`src/design/merge_sorter_macros.svh`:
```
// Assertion macros for the merge sorter RTL.
// Expects clk_i and rst_ni in the scope where a macro is used.
`ifndef MERGE_SORTER_MACROS_SVH
`define MERGE_SORTER_MACROS_SVH

// The consequent must hold in the same cycle as the antecedent.
`define MS_ASSERT_NOW(label, ante, cons, msg) \
  label: assert property (@(posedge clk_i) disable iff (!rst_ni) (ante) |-> (cons)) \
    else $error(msg);

// The consequent must hold in the cycle after the antecedent.
`define MS_ASSERT_NEXT(label, ante, cons, msg) \
  label: assert property (@(posedge clk_i) disable iff (!rst_ni) (ante) |=> (cons)) \
    else $error(msg);

`endif

```
`src/design/ms_pkg.sv`:
```
// Package for the merge sorter: default sizes, controller state and the
// control bundle broadcast to the sorting cells. No dependencies.
`default_nettype none

package ms_pkg;

  localparam int unsigned DefaultDepth     = 64;
  localparam int unsigned DefaultDataWidth = 32;

  typedef enum logic {
    StLoad,
    StDrain
  } ms_state_e;

  typedef struct packed {
    logic insert;
    logic drain;
  } ms_ctrl_t;

endpackage

`default_nettype wire

```
`src/design/ms_cell.sv`:
```
// One sorting cell: holds a single element and its valid bit.
// Depends on ms_pkg for the control bundle.
`default_nettype none

module ms_cell #(
  parameter int unsigned DATA_WIDTH = ms_pkg::DefaultDataWidth
) (
  input  wire logic                         clk_i,
  input  wire logic                         rst_ni,
  input  wire ms_pkg::ms_ctrl_t             ctrl_i,
  input  wire logic signed [DATA_WIDTH-1:0] new_value_i,
  input  wire logic signed [DATA_WIDTH-1:0] left_value_i,
  input  wire logic                         left_valid_i,
  input  wire logic                         left_moves_i,
  input  wire logic signed [DATA_WIDTH-1:0] right_value_i,
  input  wire logic                         right_valid_i,
  output logic signed [DATA_WIDTH-1:0]      value_o,
  output logic                              valid_o,
  output logic                              moves_o
);

  logic signed [DATA_WIDTH-1:0] value_q, value_d;
  logic                         valid_q, valid_d;

  // A held element steps right when the new element sorts strictly before it,
  // so equal elements keep their arrival order.
  assign moves_o = valid_q && (value_q > new_value_i);

  always_comb begin
    value_d = value_q;
    valid_d = valid_q;
    if (ctrl_i.insert) begin
      if (left_moves_i) begin
        value_d = left_value_i;
        valid_d = 1'b1;
      end else if (left_valid_i && (moves_o || !valid_q)) begin
        value_d = new_value_i;
        valid_d = 1'b1;
      end
    end else if (ctrl_i.drain) begin
      value_d = right_value_i;
      valid_d = right_valid_i;
    end
  end

  always_ff @(posedge clk_i or negedge rst_ni) begin
    if (!rst_ni) begin
      valid_q <= 1'b0;
    end else begin
      valid_q <= valid_d;
    end
  end

  always_ff @(posedge clk_i) begin
    value_q <= value_d;
  end

  assign value_o = value_q;
  assign valid_o = valid_q;

endmodule

`default_nettype wire

```
`config.mk`:
```
export PLATFORM = sky130hd
export DESIGN_NAME = ms_cell
export DESIGN_NICKNAME = d
export VERILOG_FILES = /design/src/design/merge_sorter_macros.svh /design/src/design/ms_pkg.sv /design/src/design/ms_cell.sv
export SDC_FILE = /design/constraint.sdc
export NUM_CORES = 1
export LEC_CHECK = 0
export ABC_AREA = 1
export BUFFER_PORTS_ARGS = -buffer_cell sky130_fd_sc_hd__buf_4
export CELL_PAD_IN_SITES_DETAIL_PLACEMENT = 1
export CELL_PAD_IN_SITES_GLOBAL_PLACEMENT = 1
export CORE_ASPECT_RATIO = 1.75
export CORE_UTILIZATION = 33
export CTS_CLUSTER_DIAMETER = 40
export DETAILED_ROUTE_END_ITERATION = 12
export PLACE_DENSITY = 0.95
export SLEW_MARGIN = 10
export SYNTH_ARGS = -nofsm -noshare
export SYNTH_HDL_FRONTEND = slang
export SYNTH_SLANG_ARGS = --single-unit
```
`constraint.sdc`:
```
create_clock -name clk_i -period 4.67 [get_ports clk_i]
set_input_delay 0.934 -clock clk_i [delete_from_list [all_inputs] [get_ports clk_i]]
set_output_delay 0.934 -clock clk_i [all_outputs]
set_load 0.05 [all_outputs]
```
==> Word level (Yosys, flattened, before mapping) <==
Cells that the tools add are included.
{ "word_totals": {"register_bits": 33, "input_bits": 103, "word_cells": 18} }
{ "op_classes": {"magnitude_cmp": 1, "n_eq_ne": 1, "mux": 8, "n_reduce_logical": 6} }
{ "op_table": {"columns": ["cell", "count"], "rows": [
  ["32-bit 2-to-1 mux", 4],
  ["32-bit > comparator", 1],
  ["1-bit 2-to-1 mux", 4],
  ["3-bit by 1-bit inequality test with 1-bit output, second input constant", 1],
  ["1-bit logical AND", 2],
  ["2-bit AND reduction", 1],
  ["2-bit nonzero test", 1],
  ["1-bit logical NOT", 1],
  ["1-bit logical OR", 1]
]} }

==> Logic depth before layout (Yosys ltp) <==
{ "logic_depth": {"depth_word": 7, "depth_mapped": 21} }

==> Least setup slack after synthesis <==
OpenSTA, ideal clock, no wires.
{ "synth_path": {"path_kind": "input to output", "start": "in new_value_i[31]", "end": "out moves_o", "arrival_time_ns": 2.556, "t_required_ns": 3.736, "slack_ns": 1.180, "stages": 11, "path_cell_list": "inv_1 ha_1 nand2_1 inv_2 nand3_2 nor2_2 and3_1 nand2_1 nand3_1 nand3_2 nor2_1"} }
{ "synth_between": {"elab_chain_len": 2} }
{ "synth_rtl": {"columns": ["element", "line", "source"], "rows": [
  ["from (decl)", "ms_cell.sv:11", "input wire logic signed [DATA_WIDTH-1:0] new_value_i,"],
  ["32-bit > comparator", "ms_cell.sv:27", "assign moves_o = valid_q && (value_q > new_value_i);"],
  ["1-bit logical AND", "ms_cell.sv:27", null],
  ["to (decl)", "ms_cell.sv:19", "output logic moves_o"]
]} }
Every way passes these cells.

==> Final worst setup path <==
Ends and elaborated chain as after synthesis.

==> flow_metrics.py <==
metrics = {
    "status": {
        "status": "complete, no violations",
    },
    "yosys": {
        "yosys.area.top_type": "edfxtp_1",
        "synth-seq-cells": 33,
        "synth_top_cell_area_share_pct": 37.5,
        "yosysUniqueCellTypes": 17,
        "synthesis.area_mm2": 0.00256,
        "syn_area_per_cell_um2": 7.47,
        "syn_inst": 343,
        "ys_seq_area_share_pct": 38.5,
        "post_synth_main_area_contributors": "edfxtp_1, ha_1, o21ai_0",
        "ys_warn_count": 0,
        "syn_nets": 478,
    },
    "route": {
        "wl_met2_um": 5250,
        "postRouteAntennaNets": 0,
        "wl_met1_um": 2970,
        "wirelength_um": 8760,
        "drt_first_pass_iters": 4,
        "vias_per_cell": 5.00,
        "vias": 2825,
        "top_layer_used": "met4",
        "wl_met3_um": 321,
        "post_drt_wl_per_cell_um": 15.5,
        "drc": 0,
        "drt_iter0_markers": 64,
    },
    "grt": {
        "grt_pass1_wl_um": 14000,
        "grt_max_degree": 36,
        "track_usage_pct": 23.0,
        "first_global_vias": 3194,
        "grt-ovfl-total": 0,
        "antenna_found_initial": 0,
    },
    "timing": {
        "hold_viol": 0,
        "drv_slew": 0,
        "setup_violations": 0,
        "grt_setup_unrepaired": "false",
        "finalWorstPathRequiredPeriod_ps": 3460,
        "max_freq_ghz": 0.289,
        "tns_ps": 0,
        "fin_crit_sh_pct": 74.2,
        "fin_skew_ps": 5.63,
        "slew_headroom_pct": 27.2,
        "tightest_slew_ps": 1090,
    },
    "final_layout": {
        "final_common_cell": "buf_4",
        "fin_util_pct": 50.6,
        "syn_to_final_growth_pct": 48.4,
        "drive_above_1_share_pct": 31.7,
        "diodes": 0,
        "nNetsFinal": 611,
        "fin_area_mm2": 0.00380,
        "nFillCells": 941,
        "layout_common_cells": "buf_4, nand2_1, o21ai_0, inv_1, nor2_1",
    },
    "setup_path": {
        "ff2ff_path_depth": 15,
        "r2r_start": "value_o[31]$_DFFE_PP_",
        "cp_data_required_time_ps": 3740,
        "r2r_slack_ps": 1930,
        "end_kind": "primary output",
        "path_max_fanout": 3,
        "crit_start": "new_value_i[31]",
        "setup.worst_path.class": "in2out",
        "r2r-end": "value_o[16]$_DFFE_PP_",
        "cp-start-kind": "primary input",
        "cp.arrival_ps": 2530,
    },
    "floorplan": {
        "start_util_pct": 34.1,
        "dieHeight_um": 119,
        "rows": 42,
        "die_x_um": 68.6,
        "fp.coreArea_mm2": 0.00751,
        "dieArea_mm2": 0.00814,
        "num_io_pins": 137,
    },
    "placement": {
        "hpwl_um": 6840,
        "globalplace.congestion": 0.844,
        "placedInstanceArea_mm2": 0.00366,
        "numPortBuffers": 136,
    },
    "power": {
        "p_per_area_mw_per_mm2": 295,
        "ir_drop_v": 0.000175,
        "p_leak_nw": 2.00,
    },
    "clock_network": {
        "clkTransAtPathRegs_ps": 60,
        "insertion_delay_ps": 280,
        "cts_root_buffer": "clkbuf_16",
        "htree_levels": 2,
        "post_cts_resized": 0,
        "hold_buffers": 0,
        "cts_buffers": 5,
        "post_cts_buffers": 0,
        "cts_tree": "built",
        "clkSinkCount": 33,
        "clock_path_buffers": 2,
    },
    "worst_hold_path": {
        "hold_path_class": "in2async",
    },
    "flow_run": {
        "max-cap-violations": 0,
    },
}
==> cells in the mapped netlist (all sizes together) <==
master and count:
and3 1, dfrtp 1, inv 51, a21o 2
a21oi 10, nand2 81, nand3 6, o21ai 66
ha 32, or2 2, edfxtp 32, nand4 1
clkbuf 12, nor2 46
==> per-stage QoR <==
step                hold WS (ps)  power, mW  worst slack (ps)  std cells
finish                       418       1.12              1210        565
global route                 418       1.18               989        565
CTS                          417       1.13              1140        565
detailed placement           552      0.809              1160        557
global placement             512      0.788              1190        557
floorplan                    638      0.633              1180        343
==> state kept, by name (all words and copies together), names as in the netlist <==
signal,cells
valid_o,1
value_o,32
==> worst max-delay path by stage <==
stage | slack [ps] | end | depth (start not counted)
floorplan | 1180 | moves_o | 11
global placement | 1190 | moves_o | 13
detailed placement | 1160 | moves_o | 13
CTS | 1140 | moves_o | 13
global route | 990 | moves_o | 13
finish | 1210 | moves_o | 13
==> critical path: stages <==
cell and delay (ps):
buf_4 80, inv_1 40, ha_1 320, nand2_1 80
inv_2 60, nand3_2 80, nor2_2 160, and3_1 220
nand2_1 80, nand3_1 80, nand3_2 100, nor2_1 100
buf_4 200
==> where the power goes <==
group	switching [mW]	total [mW]	internal, mW
sequential	0.0199	0.387	0.367
clock	0.126	0.322	0.196
combinational	0.257	0.412	0.156
total	0.403	1.12	0.719
==> per-layer routing <==
layer / vias up / track usage (%)
met3: 17 / 3.28
li1: 1385 / -
met4: 0 / 8.85
met1: 1340 / 20.7
met2: 83 / 46.6
met5: - / 0
==> cell families (layout without fill, tap and decap cells) <==
| group | after synthesis | in the layout | share of synthesized area [%] |
|---|---|---|---|
| AO/OA/AOI/OAI | 78 | 78 | 15.4 |
| adder cells (fa/ha/maj) | 32 | 32 | 15.6 |
| buffers and inverters | 63 | 197 | 9.23 |
| flip-flops | 33 | 33 | 38.5 |
| AND/OR/NAND/NOR | 137 | 137 | 21.2 |
==> final cells by class <==
type                            instances  area, µm²  share of cell area, %
Tap cell                               88        110                   2.90
Multi-Input combinational cell        247       1340                   35.2
Clock inverter                          2       10.0                  0.263
Clock buffer                            6        129                   3.39
Timing Repair Buffer                  138       1040                   27.2
Inverter                               51        191                   5.03
Sequential cell                        33        986                   25.9
Power figures use the tool's default switching activity.
