File: src/design/merge_sorter_macros.svh
// Assertion macros for the merge sorter RTL.
// Expects clk_i and rst_ni in the scope where a macro is used.
`ifndef MERGE_SORTER_MACROS_SVH
`define MERGE_SORTER_MACROS_SVH

// The consequent must hold in the same cycle as the antecedent.
`define MS_ASSERT_NOW(label, ante, cons, msg) \
  label: assert property (@(posedge clk_i) disable iff (!rst_ni) (ante) |-> (cons)) \
    else $error(msg);

// The consequent must hold in the cycle after the antecedent.
`define MS_ASSERT_NEXT(label, ante, cons, msg) \
  label: assert property (@(posedge clk_i) disable iff (!rst_ni) (ante) |=> (cons)) \
    else $error(msg);

`endif

File: src/design/ms_pkg.sv
// Package for the merge sorter: default sizes, controller state and the
// control bundle broadcast to the sorting cells. No dependencies.
`default_nettype none

package ms_pkg;

  localparam int unsigned DefaultDepth     = 64;
  localparam int unsigned DefaultDataWidth = 32;

  typedef enum logic {
    StLoad,
    StDrain
  } ms_state_e;

  typedef struct packed {
    logic insert;
    logic drain;
  } ms_ctrl_t;

endpackage

`default_nettype wire

File: src/design/ms_ctrl.sv
// Controller for the merge sorter: counts the batch, ends it on last or
// when the cells are full, then paces the drain. Depends on ms_pkg.
`default_nettype none

module ms_ctrl #(
  parameter int unsigned DEPTH = ms_pkg::DefaultDepth
) (
  input  wire logic        clk_i,
  input  wire logic        rst_ni,
  input  wire logic        start_i,
  input  wire logic        last_i,
  output ms_pkg::ms_ctrl_t ctrl_o,
  output logic             busy_o,
  output logic             result_valid_o,
  output logic             final_res_o
);

  localparam int unsigned CountWidth = $clog2(DEPTH + 1);

  ms_pkg::ms_state_e     state_q, state_d;
  logic [CountWidth-1:0] count_q, count_d;
  logic                  accept;
  logic                  batch_end;
  logic                  drain_end;

  assign accept    = start_i && (state_q == ms_pkg::StLoad);
  assign batch_end = last_i || (count_q + CountWidth'(1) == CountWidth'(DEPTH));
  assign drain_end = (count_q == CountWidth'(1));

  always_comb begin
    state_d = state_q;
    count_d = count_q;
    unique case (state_q)
      ms_pkg::StLoad: begin
        if (accept) begin
          count_d = count_q + CountWidth'(1);
          if (batch_end) begin
            state_d = ms_pkg::StDrain;
          end
        end
      end
      ms_pkg::StDrain: begin
        count_d = count_q - CountWidth'(1);
        if (drain_end) begin
          state_d = ms_pkg::StLoad;
        end
      end
      default: begin
        state_d = ms_pkg::StLoad;
        count_d = '0;
      end
    endcase
  end

  always_comb begin
    ctrl_o.insert  = 1'b0;
    ctrl_o.drain   = 1'b0;
    busy_o         = 1'b0;
    result_valid_o = 1'b0;
    final_res_o    = 1'b0;
    unique case (state_q)
      ms_pkg::StLoad: begin
        ctrl_o.insert = accept;
      end
      ms_pkg::StDrain: begin
        ctrl_o.drain   = 1'b1;
        busy_o         = 1'b1;
        result_valid_o = 1'b1;
        final_res_o    = drain_end;
      end
      default: begin
        busy_o = 1'b1;
      end
    endcase
  end

  always_ff @(posedge clk_i or negedge rst_ni) begin
    if (!rst_ni) begin
      state_q <= ms_pkg::StLoad;
      count_q <= '0;
    end else begin
      state_q <= state_d;
      count_q <= count_d;
    end
  end

endmodule

`default_nettype wire

File: config.mk
export PLATFORM = sky130hd
export DESIGN_NAME = ms_ctrl
export DESIGN_NICKNAME = d
export VERILOG_FILES = /design/src/design/merge_sorter_macros.svh /design/src/design/ms_pkg.sv /design/src/design/ms_ctrl.sv
export SDC_FILE = /design/constraint.sdc
export NUM_CORES = 1
export LEC_CHECK = 0
export ABC_AREA = 1
export BUFFER_PORTS_ARGS = -buffer_cell sky130_fd_sc_hd__clkbuf_2
export CORE_ASPECT_RATIO = 0.9
export CORE_MARGIN = 3
export CORE_UTILIZATION = 25
export DETAILED_ROUTE_END_ITERATION = 12
export GPL_TIMING_DRIVEN = 0
export PLACE_DENSITY = 0.41
export SLEW_MARGIN = 15
export SYNTH_ARGS = -nofsm -noshare
export SYNTH_HDL_FRONTEND = slang
export SYNTH_SLANG_ARGS = --single-unit
File: constraint.sdc
create_clock -name clk_i -period 2.5 [get_ports clk_i]
set_input_delay 0.5 -clock clk_i [delete_from_list [all_inputs] [get_ports clk_i]]
set_output_delay 0.5 -clock clk_i [all_outputs]
set_load 0.01 [all_outputs]
=== Word-level counts from Yosys, hierarchy flattened ===
Index checks and enable logic that the tools add are counted.
Widths: inputs -> output; s select.

* Flip-flop bits (word level): 8
* Bits of input ports: 4
* Output and inout bits: 5
* Logic and storage cells: 19

* $add $sub $neg: 2
* Equality and inequality tests: 3
* Multiplexer cells: 9
* Bitwise operators: 1
* Reductions and logical operators: 2

{| class="wikitable"
|+ Operator list
! cell !! number
|-
| $pmux 7 s2 || 1
|-
| $add 7x1->7 const B || 1
|-
| $eq 7x1->1 const B || 1
|-
| $eq 7x7->1 const B || 1
|-
| $mux 7 || 1
|-
| $sub 7x1->7 const B || 1
|-
| $mux 1 || 6
|-
| $ne 2x2->1 const B || 1
|-
| $pmux 1 s2 || 1
|-
| $logic_and 1x1->1 || 1
|-
| $logic_or 1x1->1 || 1
|-
| $not 1->1 || 1
|}

=== Longest topological paths before layout ===
Gate-level depths: netlist of the first run.

* Depth after elaboration: 6
* Depth in mapped cells: 10
* Depth with buffers taken out: 10

=== Worst setup path before layout of the first run ===
Ideal clock, no wire load.

* Path type: reg-to-output
* From: register count_q[5]
* To: output final_res_o
* Data arrival time: 0.924 ns
* Slack: 1.076 ns
* Stages on the path, launching flop included: 6
* Cells stage by stage: dfrtp_1 > inv_1 > nand2_1 > nor2_1 > nand3_1 > nor2_1

* Word-level cells in the longest chain between the ends: 2

{| class="wikitable"
|+ RTL lines
! element !! line !! text
|-
| start: declaration || ms_ctrl.sv:21 || <nowiki>logic [CountWidth-1:0] count_q, count_d;</nowiki>
|-
| start signal: assignment || ms_ctrl.sv:83 || <nowiki>count_q <= count_d;</nowiki>
|-
| $eq 7x1->1 || ms_ctrl.sv:28 || <nowiki>assign drain_end = (count_q == CountWidth'(1));</nowiki>
|-
| $mux 1 || ms_ctrl.sv:61 || <nowiki>unique case (state_q)</nowiki>
|-
| end: declaration || ms_ctrl.sv:15 || <nowiki>output logic final_res_o</nowiki>
|}

Every way passes these cells.

=== Final worst setup path of the first run ===
Ends and elaborated chain as after synthesis.

==> results of run 1 <==
metrics by stage:
stage	total power [W]	cells
2_1_floorplan	0.0006580	89
3_3_place_gp	0.0007728	124
3_5_place_dp	0.0007801	124
4_1_cts	0.0008934	127
5_1_grt	0.0009741	127
6_report	0.0008806	127
layout by cell type (no fill, tap or decap), drive strengths merged:
cell / netlist / layout
o21bai: 1 / 1
nand4: 2 / 2
xor2: 2 / 2
o311ai: 1 / 1
nand2: 27 / 27
a21oi: 2 / 2
o21ai: 2 / 2
buf: 4 / 4
o221ai: 1 / 1
nor3: 1 / 1
dfrtp: 8 / 8
clkbuf: 0 / 11
inv: 14 / 14
nand3: 8 / 8
o211ai: 3 / 3
ha: 3 / 3
nor2: 10 / 10
registers in the layout, summed over array words and instances, names as in the netlist:
name     cells
state_q      1
count_q      7
cells by family after synthesis:
| family | count (synthesis) | share of synthesized area |
|---|---|---|
| DFF | 8 | 0.3162 |
| buffers and inverters | 18 | 0.1364 |
| xor gates and xnor gates | 2 | 0.02767 |
| adders and majority gates | 3 | 0.05929 |
| AOI/OAI and AO/OA | 10 | 0.1146 |
| and+or+nand+nor | 48 | 0.3458 |
critical path, cell delays in order (launching register included):
cell	delay [ns]
dfrtp_1	0.41
inv_1	0.15
nand2_1	0.12
nor2_1	0.11
nand3_1	0.11
nor2_1	0.10
clkbuf_2	0.14
final cells by class:
cell class                      count  area (um^2)
Inverter                           14        52.55
Tap cell                           27        33.78
Timing Repair Buffer                8        40.04
Sequential cell                     8        200.2
Buffer                              4        33.78
Clock buffer                        3        22.52
Multi-Input combinational cell     63        346.6
Fill cell                         271         1553
per-layer routing:
layer / GRT usage / part of all wire / vias up
li1: - / - / 308
met1: 0.1521 / 0.48 / 265
met2: 0.1728 / 0.44 / 24
met3: 0.05036 / 0.086 / 0
met4: 0.01132 / 0 / 0
met5: 0 / 0 / -
worst paths after layout:
kind	from	to	cells after the start
worst max-delay path	count_q[5]$_DFFE_PN0P_	final_res_o	6
worst min-delay path	rst_ni	count_q[2]$_DFFE_PN0P_	1
worst max register to register	count_q[0]$_DFFE_PN0P_	state_q$_DFF_PN0_	10
worst min register to register	count_q[5]$_DFFE_PN0P_	count_q[5]$_DFFE_PN0P_	2
max in group asynchronous	rst_ni	count_q[5]$_DFFE_PN0P_	1
min in group clk_i	last_i	state_q$_DFF_PN0_	5
report_power, final:
part	internal [W]	leakage (nW)	switching (W)	total, W
combinational	0.000203	0.273	0.000291	0.000495
sequential	0.000195	0.0916	0.0000852	0.000280
clock	0.0000553	0.0138	0.0000505	0.000106
==> impl_metrics.env, run 1 <==
export IMPL_status="finished, final reports clean"
export IMPL_yosysTopAreaCellShare=0.3162
export IMPL_hold_path_class="primary input to asynchronous set/reset pin"
export IMPL_skew_ns=0.007786
export IMPL_grt_max_degree=10
export IMPL_drive_above_1_share=0.2000
export IMPL_drt_initial_drc_count=9
export IMPL_die_h_um=53.74
export IMPL_root_buffer="clkbuf_4"
export IMPL_finalHoldViolCount=0
export IMPL_setup_viol=0
export IMPL_vias=597
export IMPL_antenna_cells=0
export IMPL_ys_top_cells_by_count="27 x nand2_1, 14 x inv_1, 9 x nor2_1"
export IMPL_final_util=0.3196
export IMPL_place_ws_ns=0.8534
export IMPL_vias_per_cell=4.701
export IMPL_power_density_nw_per_um2=1207
export IMPL_ys_flop_type="dfrtp_1"
export IMPL_cts_htree_levels=1
export IMPL_drc=0
export IMPL_tritoncts="yes"
export IMPL_num_rows=16
export IMPL_nNetsFinal=109
export IMPL_post_cts_buffers=0
export IMPL_die_area_um2=3173
export IMPL_synth_area_leaders="dfrtp_1 32%, nand2_1 16%, inv_1 8.3%"
export IMPL_synth_most_common_cell="nand2_1"
export IMPL_fp_dieW_um=59.05
export IMPL_wirelength_um=1527
export IMPL_grt_pass1_wl_um=2635
export IMPL_worst_pin_slew_ns=0.3630
export IMPL_gp_congestion=0.7509
export IMPL_r2r_slack_ns=1.05
export IMPL_avgSynthCellArea_um2=7.114
export IMPL_period_needed_ns=1.892
export IMPL_yosysUniqueCellTypes=20
export IMPL_synth_seq_area_share=0.3162
export IMPL_cts_hold_buf=0
export IMPL_critPathMaxFanout=5
export IMPL_postSynthRegisterBits=8
export IMPL_yosysTopAreaCell="dfrtp_1"
export IMPL_antenna_found_initial=0
export IMPL_post_cts_resized=0
export IMPL_yosys_warnings=0
export IMPL_fp_coreArea_um2=2282
export IMPL_netlist_instances=89
export IMPL_maxSlewHeadroom=0.7580
export IMPL_post_dp_cell_area_um2=706.9
export IMPL_io_pins=9
export IMPL_max_clock_freq_ghz=0.5285
export IMPL_syn2layout_area_growth_pct=15.22
export IMPL_irDropWorstVdd_uv=476.9
export IMPL_antenna_left=0
export IMPL_critPathArrivalTime_ns=1.39
export IMPL_startpoint_type="flop"
export IMPL_wire_per_inst_um=12.02
export IMPL_grt_util_all_layers=0.1132
export IMPL_hpwl_um=1165
export IMPL_rsz0062_at_grt="no"
export IMPL_grt_pass1_vias=565
export IMPL_cts_buffers=3
export IMPL_p_leak_nw=0.3787
export IMPL_critPathKind="flop to primary output"
export IMPL_cp_required_ns=2.00
export IMPL_clockBufferDepth=2
export IMPL_fin_ws_ns=0.6079
export IMPL_drv_cap=0
export IMPL_io_buffers=8
export IMPL_start_util=0.2774
export IMPL_maxSlewViolCount=0
export IMPL_clk_pin_slew_ns=0.07
export IMPL_synth_area_um2=633.1
export IMPL_first_pass_iters=4
export IMPL_insertion_delay_ns=0.26
export IMPL_synth_edf_count=0
export IMPL_timing_hold_ws_ns=0.08454
export IMPL_fin_crit_sh=0.7569
export IMPL_fin_area_um2=729.5
export IMPL_async_flop_share=1.000
export IMPL_endpoint_kind="primary output"
export IMPL_gr_total_overflow=0
export IMPL_clkSinkCount=8
export IMPL_syn_nets=96
export IMPL_fin_tns_setup_ns=0
Power figures use the tool's default switching activity.
==> run 2: changes to the inputs <==
==> constraint.sdc (replaced) <==
create_clock -name clk_i -period 1.8 [get_ports clk_i]
set_input_delay 0.36 -clock clk_i [delete_from_list [all_inputs] [get_ports clk_i]]
set_output_delay 0.36 -clock clk_i [all_outputs]
set_load 0.01 [all_outputs]
==> impl_metrics.env, run 2 (synthesis gave the netlist of run 1 again) <==
export IMPL_antenna_cells=0
export IMPL_start_util=0.2774
export IMPL_nNetsFinal=110
export IMPL_antenna_left=0
export IMPL_drive_above_1_share=0.2574
export IMPL_cts_buffers=3
export IMPL_worst_pin_slew_ns=0.3627
export IMPL_hold_path_class="primary input to flop"
export IMPL_cts_htree_levels=1
export IMPL_p_seq_frac=0.314
export IMPL_wirelength_um=1533
export IMPL_critPathArrivalTime_ns=1.31
export IMPL_cp_required_ns=1.44
export IMPL_drt_initial_drc_count=6
export IMPL_tritoncts="yes"
export IMPL_fp_dieW_um=59.05
export IMPL_p_comb_frac=0.566
export IMPL_first_pass_iters=3
export IMPL_power_density_nw_per_um2=1675
export IMPL_io_buffers=8
export IMPL_r2r_cells=10
export IMPL_startpoint_type="flop"
export IMPL_setup_viol=0
export IMPL_busiest_layer="met2"
export IMPL_critPathKind="flop to primary output"
export IMPL_root_buffer="clkbuf_4"
export IMPL_vias_per_cell=4.672
export IMPL_num_rows=16
export IMPL_p_sw_w=0.0006165
export IMPL_hold_path_depth=5
export IMPL_drc=0
export IMPL_endpoint_kind="primary output"
export IMPL_maxSlewHeadroom=0.7573
export IMPL_fin_crit_sh=0.9302
export IMPL_clk_pin_slew_ns=0.06
export IMPL_gr_total_overflow=0
export IMPL_grt_pass1_wl_um=2635
export IMPL_grt_util_all_layers=0.1132
export IMPL_critPathMaxFanout=5
export IMPL_switching_share=0.4902
export IMPL_fin_area_um2=750.7
export IMPL_grt_max_degree=10
export IMPL_hpwl_um=1165
export IMPL_clkSinkCount=8
export IMPL_drv_cap=0
export IMPL_final_common_cell="nand2_1"
export IMPL_irDropWorstVdd_uv=677.7
export IMPL_antenna_found_initial=0
export IMPL_clockBufferDepth=2
export IMPL_max_clock_freq_ghz=0.5972
export IMPL_largest_reg_flops=7
export IMPL_syn2layout_area_growth_pct=18.58
export IMPL_die_area_um2=3173
export IMPL_finalHoldViolCount=0
export IMPL_top_register="count_q"
export IMPL_grtUsageMet3=0.05036
export IMPL_post_dp_cell_area_um2=706.9
export IMPL_vias=598
export IMPL_die_h_um=53.74
export IMPL_top_regs="count_q: 7 flops, state_q: 1 flops"
export IMPL_clkPwrFrac=0.119
export IMPL_grtUsageMet2=0.1728
export IMPL_io_pins=9
export IMPL_p_int_w=0.0006411
export IMPL_fin_ws_ns=0.1256
export IMPL_skew_ns=0.005708
export IMPL_fp_coreArea_um2=2282
export IMPL_grtUsageMet1=0.1521
export IMPL_grt_pass1_vias=565
export IMPL_maxSlewViolCount=0
export IMPL_status="finished, final reports clean"
export IMPL_wire_per_inst_um=11.98
export IMPL_p_leak_nw=0.3803
export IMPL_place_ws_ns=0.2934
export IMPL_period_needed_ns=1.674
export IMPL_layout_common_cells="26 x nand2_1, 12 x inv_1, 8 x nor2_1, 8 x clkbuf_2, 7 x dfrtp_1"
export IMPL_insertion_delay_ns=0.26
export IMPL_gp_congestion=0.7509
==> run 2: repair_timing <==
action	in CTS	in global routing
setup endpoints to repair	0	1
hold buffers	1	0
gates resized for setup	0	6
setup buffers	0	0
endpoints found under the hold margin	8	0
==> run 2: per-layer routing <==
metal | share of wire | wire length, um
met1 | 0.52 | 798
met3 | 0.057 | 87
met4 | 0.0046 | 7
met5 | 0 | 0
met2 | 0.42 | 640
==> run 2: worst paths after layout <==
path / from / endpoint / slack [ns]
max in group asynchronous: rst_ni / count_q[4]$_DFFE_PN0P_ / 1.11
worst min register to register: count_q[4]$_DFFE_PN0P_ / count_q[4]$_DFFE_PN0P_ / 0.57
worst max register to register: count_q[0]$_DFFE_PN0P_ / state_q$_DFF_PN0_ / 0.34
worst min-delay path: last_i / state_q$_DFF_PN0_ / 0.37
min in group asynchronous: rst_ni / count_q[2]$_DFFE_PN0P_ / 0.48
worst max-delay path: count_q[5]$_DFFE_PN0P_ / final_res_o / 0.13
==> run 2: layout make-up <==
class | instances | area (um^2)
Buffer | 4 | 33.78
Clock buffer | 3 | 22.52
Fill cell | 269 | 1531
Inverter | 14 | 52.55
Multi-Input combinational cell | 63 | 356.6
Sequential cell | 8 | 201.4
Tap cell | 27 | 33.78
Timing Repair Buffer | 9 | 50.05
==> run 2: through the flow <==
stage	total power, W	std cells	setup TNS [ns]	hold WS (ns)	util
2_1_floorplan	0.0009139	89	0	0.06441	-
3_3_place_gp	0.001073	124	0	0.2352	0.3098
3_5_place_dp	0.001084	124	0	0.2389	0.3098
4_1_cts	0.001243	128	0	0.3747	0.3240
5_1_grt	0.001383	128	-0.01780	0.4115	0.3289
6_report	0.001258	128	0	0.3722	0.3289
==> run 2: critical path, stage by stage (launching register included) <==
cell and delay [ns]:
dfrtp_1 0.42, inv_2 0.12, nand2_2 0.09, nor2_2 0.11, nand3_2 0.09, nor2_1 0.09
clkbuf_2 0.14
==> run 2: power groups by stage <==
stage / Clock [W] / Sequential [W] / Combinational [W]
floorplan: 0 / 0.000365 / 0.000549
global placement: 0 / 0.000389 / 0.000684
detailed placement: 0 / 0.000390 / 0.000693
CTS: 0.000157 / 0.000389 / 0.000696
global route: 0.000170 / 0.000413 / 0.000800
finish: 0.000150 / 0.000395 / 0.000712
==> run 3: changes to the inputs <==
--- a/config.mk
+++ b/config.mk
@@ -13,6 +13,7 @@
 export DETAILED_ROUTE_END_ITERATION = 12
 export GPL_TIMING_DRIVEN = 0
 export PLACE_DENSITY = 0.41
+export SETUP_SLACK_MARGIN = 0.15
 export SLEW_MARGIN = 15
 export SYNTH_ARGS = -nofsm -noshare
 export SYNTH_HDL_FRONTEND = slang
==> impl_metrics.env, run 3 (synthesis gave the netlist of run 1 again) <==
export IMPL_status="finished, final reports clean"
export IMPL_finalHoldViolCount=0
export IMPL_fin_crit_sh=0.8818
export IMPL_timing_hold_ws_ns=0.3716
export IMPL_setup_viol=0
export IMPL_final_common_cell="nand2_1"
export IMPL_antenna_cells=0
export IMPL_num_rows=16
export IMPL_syn2layout_area_growth_pct=37.94
export IMPL_vias=652
export IMPL_post_dp_cell_area_um2=706.9
export IMPL_critPathArrivalTime_ns=1.23
export IMPL_antenna_left=0
export IMPL_start_util=0.2774
export IMPL_fp_coreArea_um2=2282
export IMPL_drive_above_1_share=0.3772
export IMPL_wirelength_um=1703
export IMPL_hpwl_um=1165
export IMPL_hold_path_class="primary input to flop"
export IMPL_power_density_nw_per_um2=1677
export IMPL_critPathMaxStageDelay_ns=0.41
export IMPL_cts_buffers=3
export IMPL_skew_ns=0.006396
export IMPL_die_area_um2=3173
export IMPL_cp_required_ns=1.44
export IMPL_io_pins=9
export IMPL_endpoint_kind="primary output"
export IMPL_antenna_found_initial=0
export IMPL_fp_dieW_um=59.05
export IMPL_cts_htree_levels=1
export IMPL_tritoncts="yes"
export IMPL_fin_total_pwr_w=0.001464
export IMPL_drt_initial_drc_count=17
export IMPL_nNetsFinal=123
export IMPL_insertion_delay_ns=0.26
export IMPL_vias_per_cell=4.624
export IMPL_critPathMaxFanout=3
export IMPL_clk_pin_slew_ns=0.07
export IMPL_io_buffers=8
export IMPL_period_needed_ns=1.587
export IMPL_regArea_um2=202.7
export IMPL_drc=0
export IMPL_cp_top_family="flip-flops"
export IMPL_root_buffer="clkbuf_4"
export IMPL_top_regs="count_q: 7 flops, state_q: 1 flops"
export IMPL_gr_total_overflow=0
export IMPL_layout_common_cells="26 x nand2_1, 15 x buf_4, 11 x inv_1"
export IMPL_critPathKind="flop to primary output"
export IMPL_cp_slowest_cell="dfrtp_1"
export IMPL_clkSinkCount=8
export IMPL_wire_per_inst_um=12.08
export IMPL_final_util=0.3827
export IMPL_critPathBufInv=2
export IMPL_cp_cell_sequence="inv_2 -> nand2_4 -> nor2_4 -> nand3_2 -> nor2_1 -> buf_2"
export IMPL_maxSlewHeadroom=0.7662
export IMPL_drv_cap=0
export IMPL_grt_max_degree=10
export IMPL_top_register="count_q"
export IMPL_irDropWorstVdd_uv=686.5
export IMPL_grt_util_all_layers=0.1208
export IMPL_max_clock_freq_ghz=0.6300
export IMPL_grt_pass1_wl_um=2808
export IMPL_grt_pass1_vias=603
export IMPL_first_pass_iters=4
export IMPL_multi_input_area_um2=376.6
export IMPL_fin_tns_setup_ns=0
export IMPL_nFillCells=262
export IMPL_worst_pin_slew_ns=0.3494
export IMPL_fin_area_um2=873.3
export IMPL_die_h_um=53.74
export IMPL_maxSlewViolCount=0
export IMPL_largest_reg_flops=7
export IMPL_clockBufferDepth=2
export IMPL_p_leak_nw=0.4414
export IMPL_startpoint_type="flop"
export IMPL_rsz0062_at_grt="yes"
export IMPL_gp_congestion=0.7509
run 3: routing by layer:
metal  part of all wire  global-route usage  up-vias
met2               0.45              0.1930       18
met3              0.062             0.05036        0
met5                  0                   0        -
met4                  0             0.01132        0
li1                   -                   -      333
met1               0.49              0.1578      301
run 3: final timing paths:
check | end | cells after the start | from | slack, ns
worst min register to register | count_q[1]$_DFFE_PN0P_ | 2 | count_q[1]$_DFFE_PN0P_ | 0.56
worst max register to register | state_q$_DFF_PN0_ | 11 | count_q[4]$_DFFE_PN0P_ | 0.24
worst max-delay path | final_res_o | 6 | count_q[4]$_DFFE_PN0P_ | 0.21
max in group asynchronous | count_q[1]$_DFFE_PN0P_ | 2 | rst_ni | 1.10
min in group asynchronous | count_q[2]$_DFFE_PN0P_ | 2 | rst_ni | 0.48
worst min-delay path | state_q$_DFF_PN0_ | 5 | last_i | 0.37
run 3: where the power goes:
| group | total, W | leakage [nW] | switching, W | internal, W |
|---|---|---|---|---|
| Combinational | 0.000933 | 0.338 | 0.000505 | 0.000428 |
| Sequential | 0.000381 | 0.0896 | 0.000105 | 0.000276 |
| Clock | 0.000151 | 0.0138 | 0.0000740 | 0.0000771 |
| Total | 0.00146 | 0.441 | 0.000683 | 0.000781 |
run 3: through the flow:
step / instances / setup slack (ns)
6_report: 141 / 0.2127
4_1_cts: 136 / 0.1561
5_1_grt: 141 / 0.1169
3_3_place_gp: 124 / 0.2868
3_5_place_dp: 124 / 0.2934
2_1_floorplan: 89 / 0.5163
run 3: tightest hold or removal path, stage by stage:
cell and delay, ns:
clkbuf_2 0.07, inv_1 0.03, nand2_1 0.05, nand2_1 0.04, nand2_1 0.04
run 3: final cells by class:
type                       instances  area share
sequential                         8      0.2321
clock buffer                       3     0.02579
multi-input combinational         63      0.4312
inverter                          14     0.06017
buffer                             4     0.04298
timing repair buffer              22      0.1691
tap                               27     0.03868
run 3: repair_timing:
item / CTS / global route
resized for setup: 7 / 8
gates cloned: 0 / 0
hold buffers: 1 / 0
pin swaps: 2 / 5
endpoints found under the setup margin: 1 / 3
buffers inserted: 8 / 5
endpoints found under the hold margin: 8 / 0
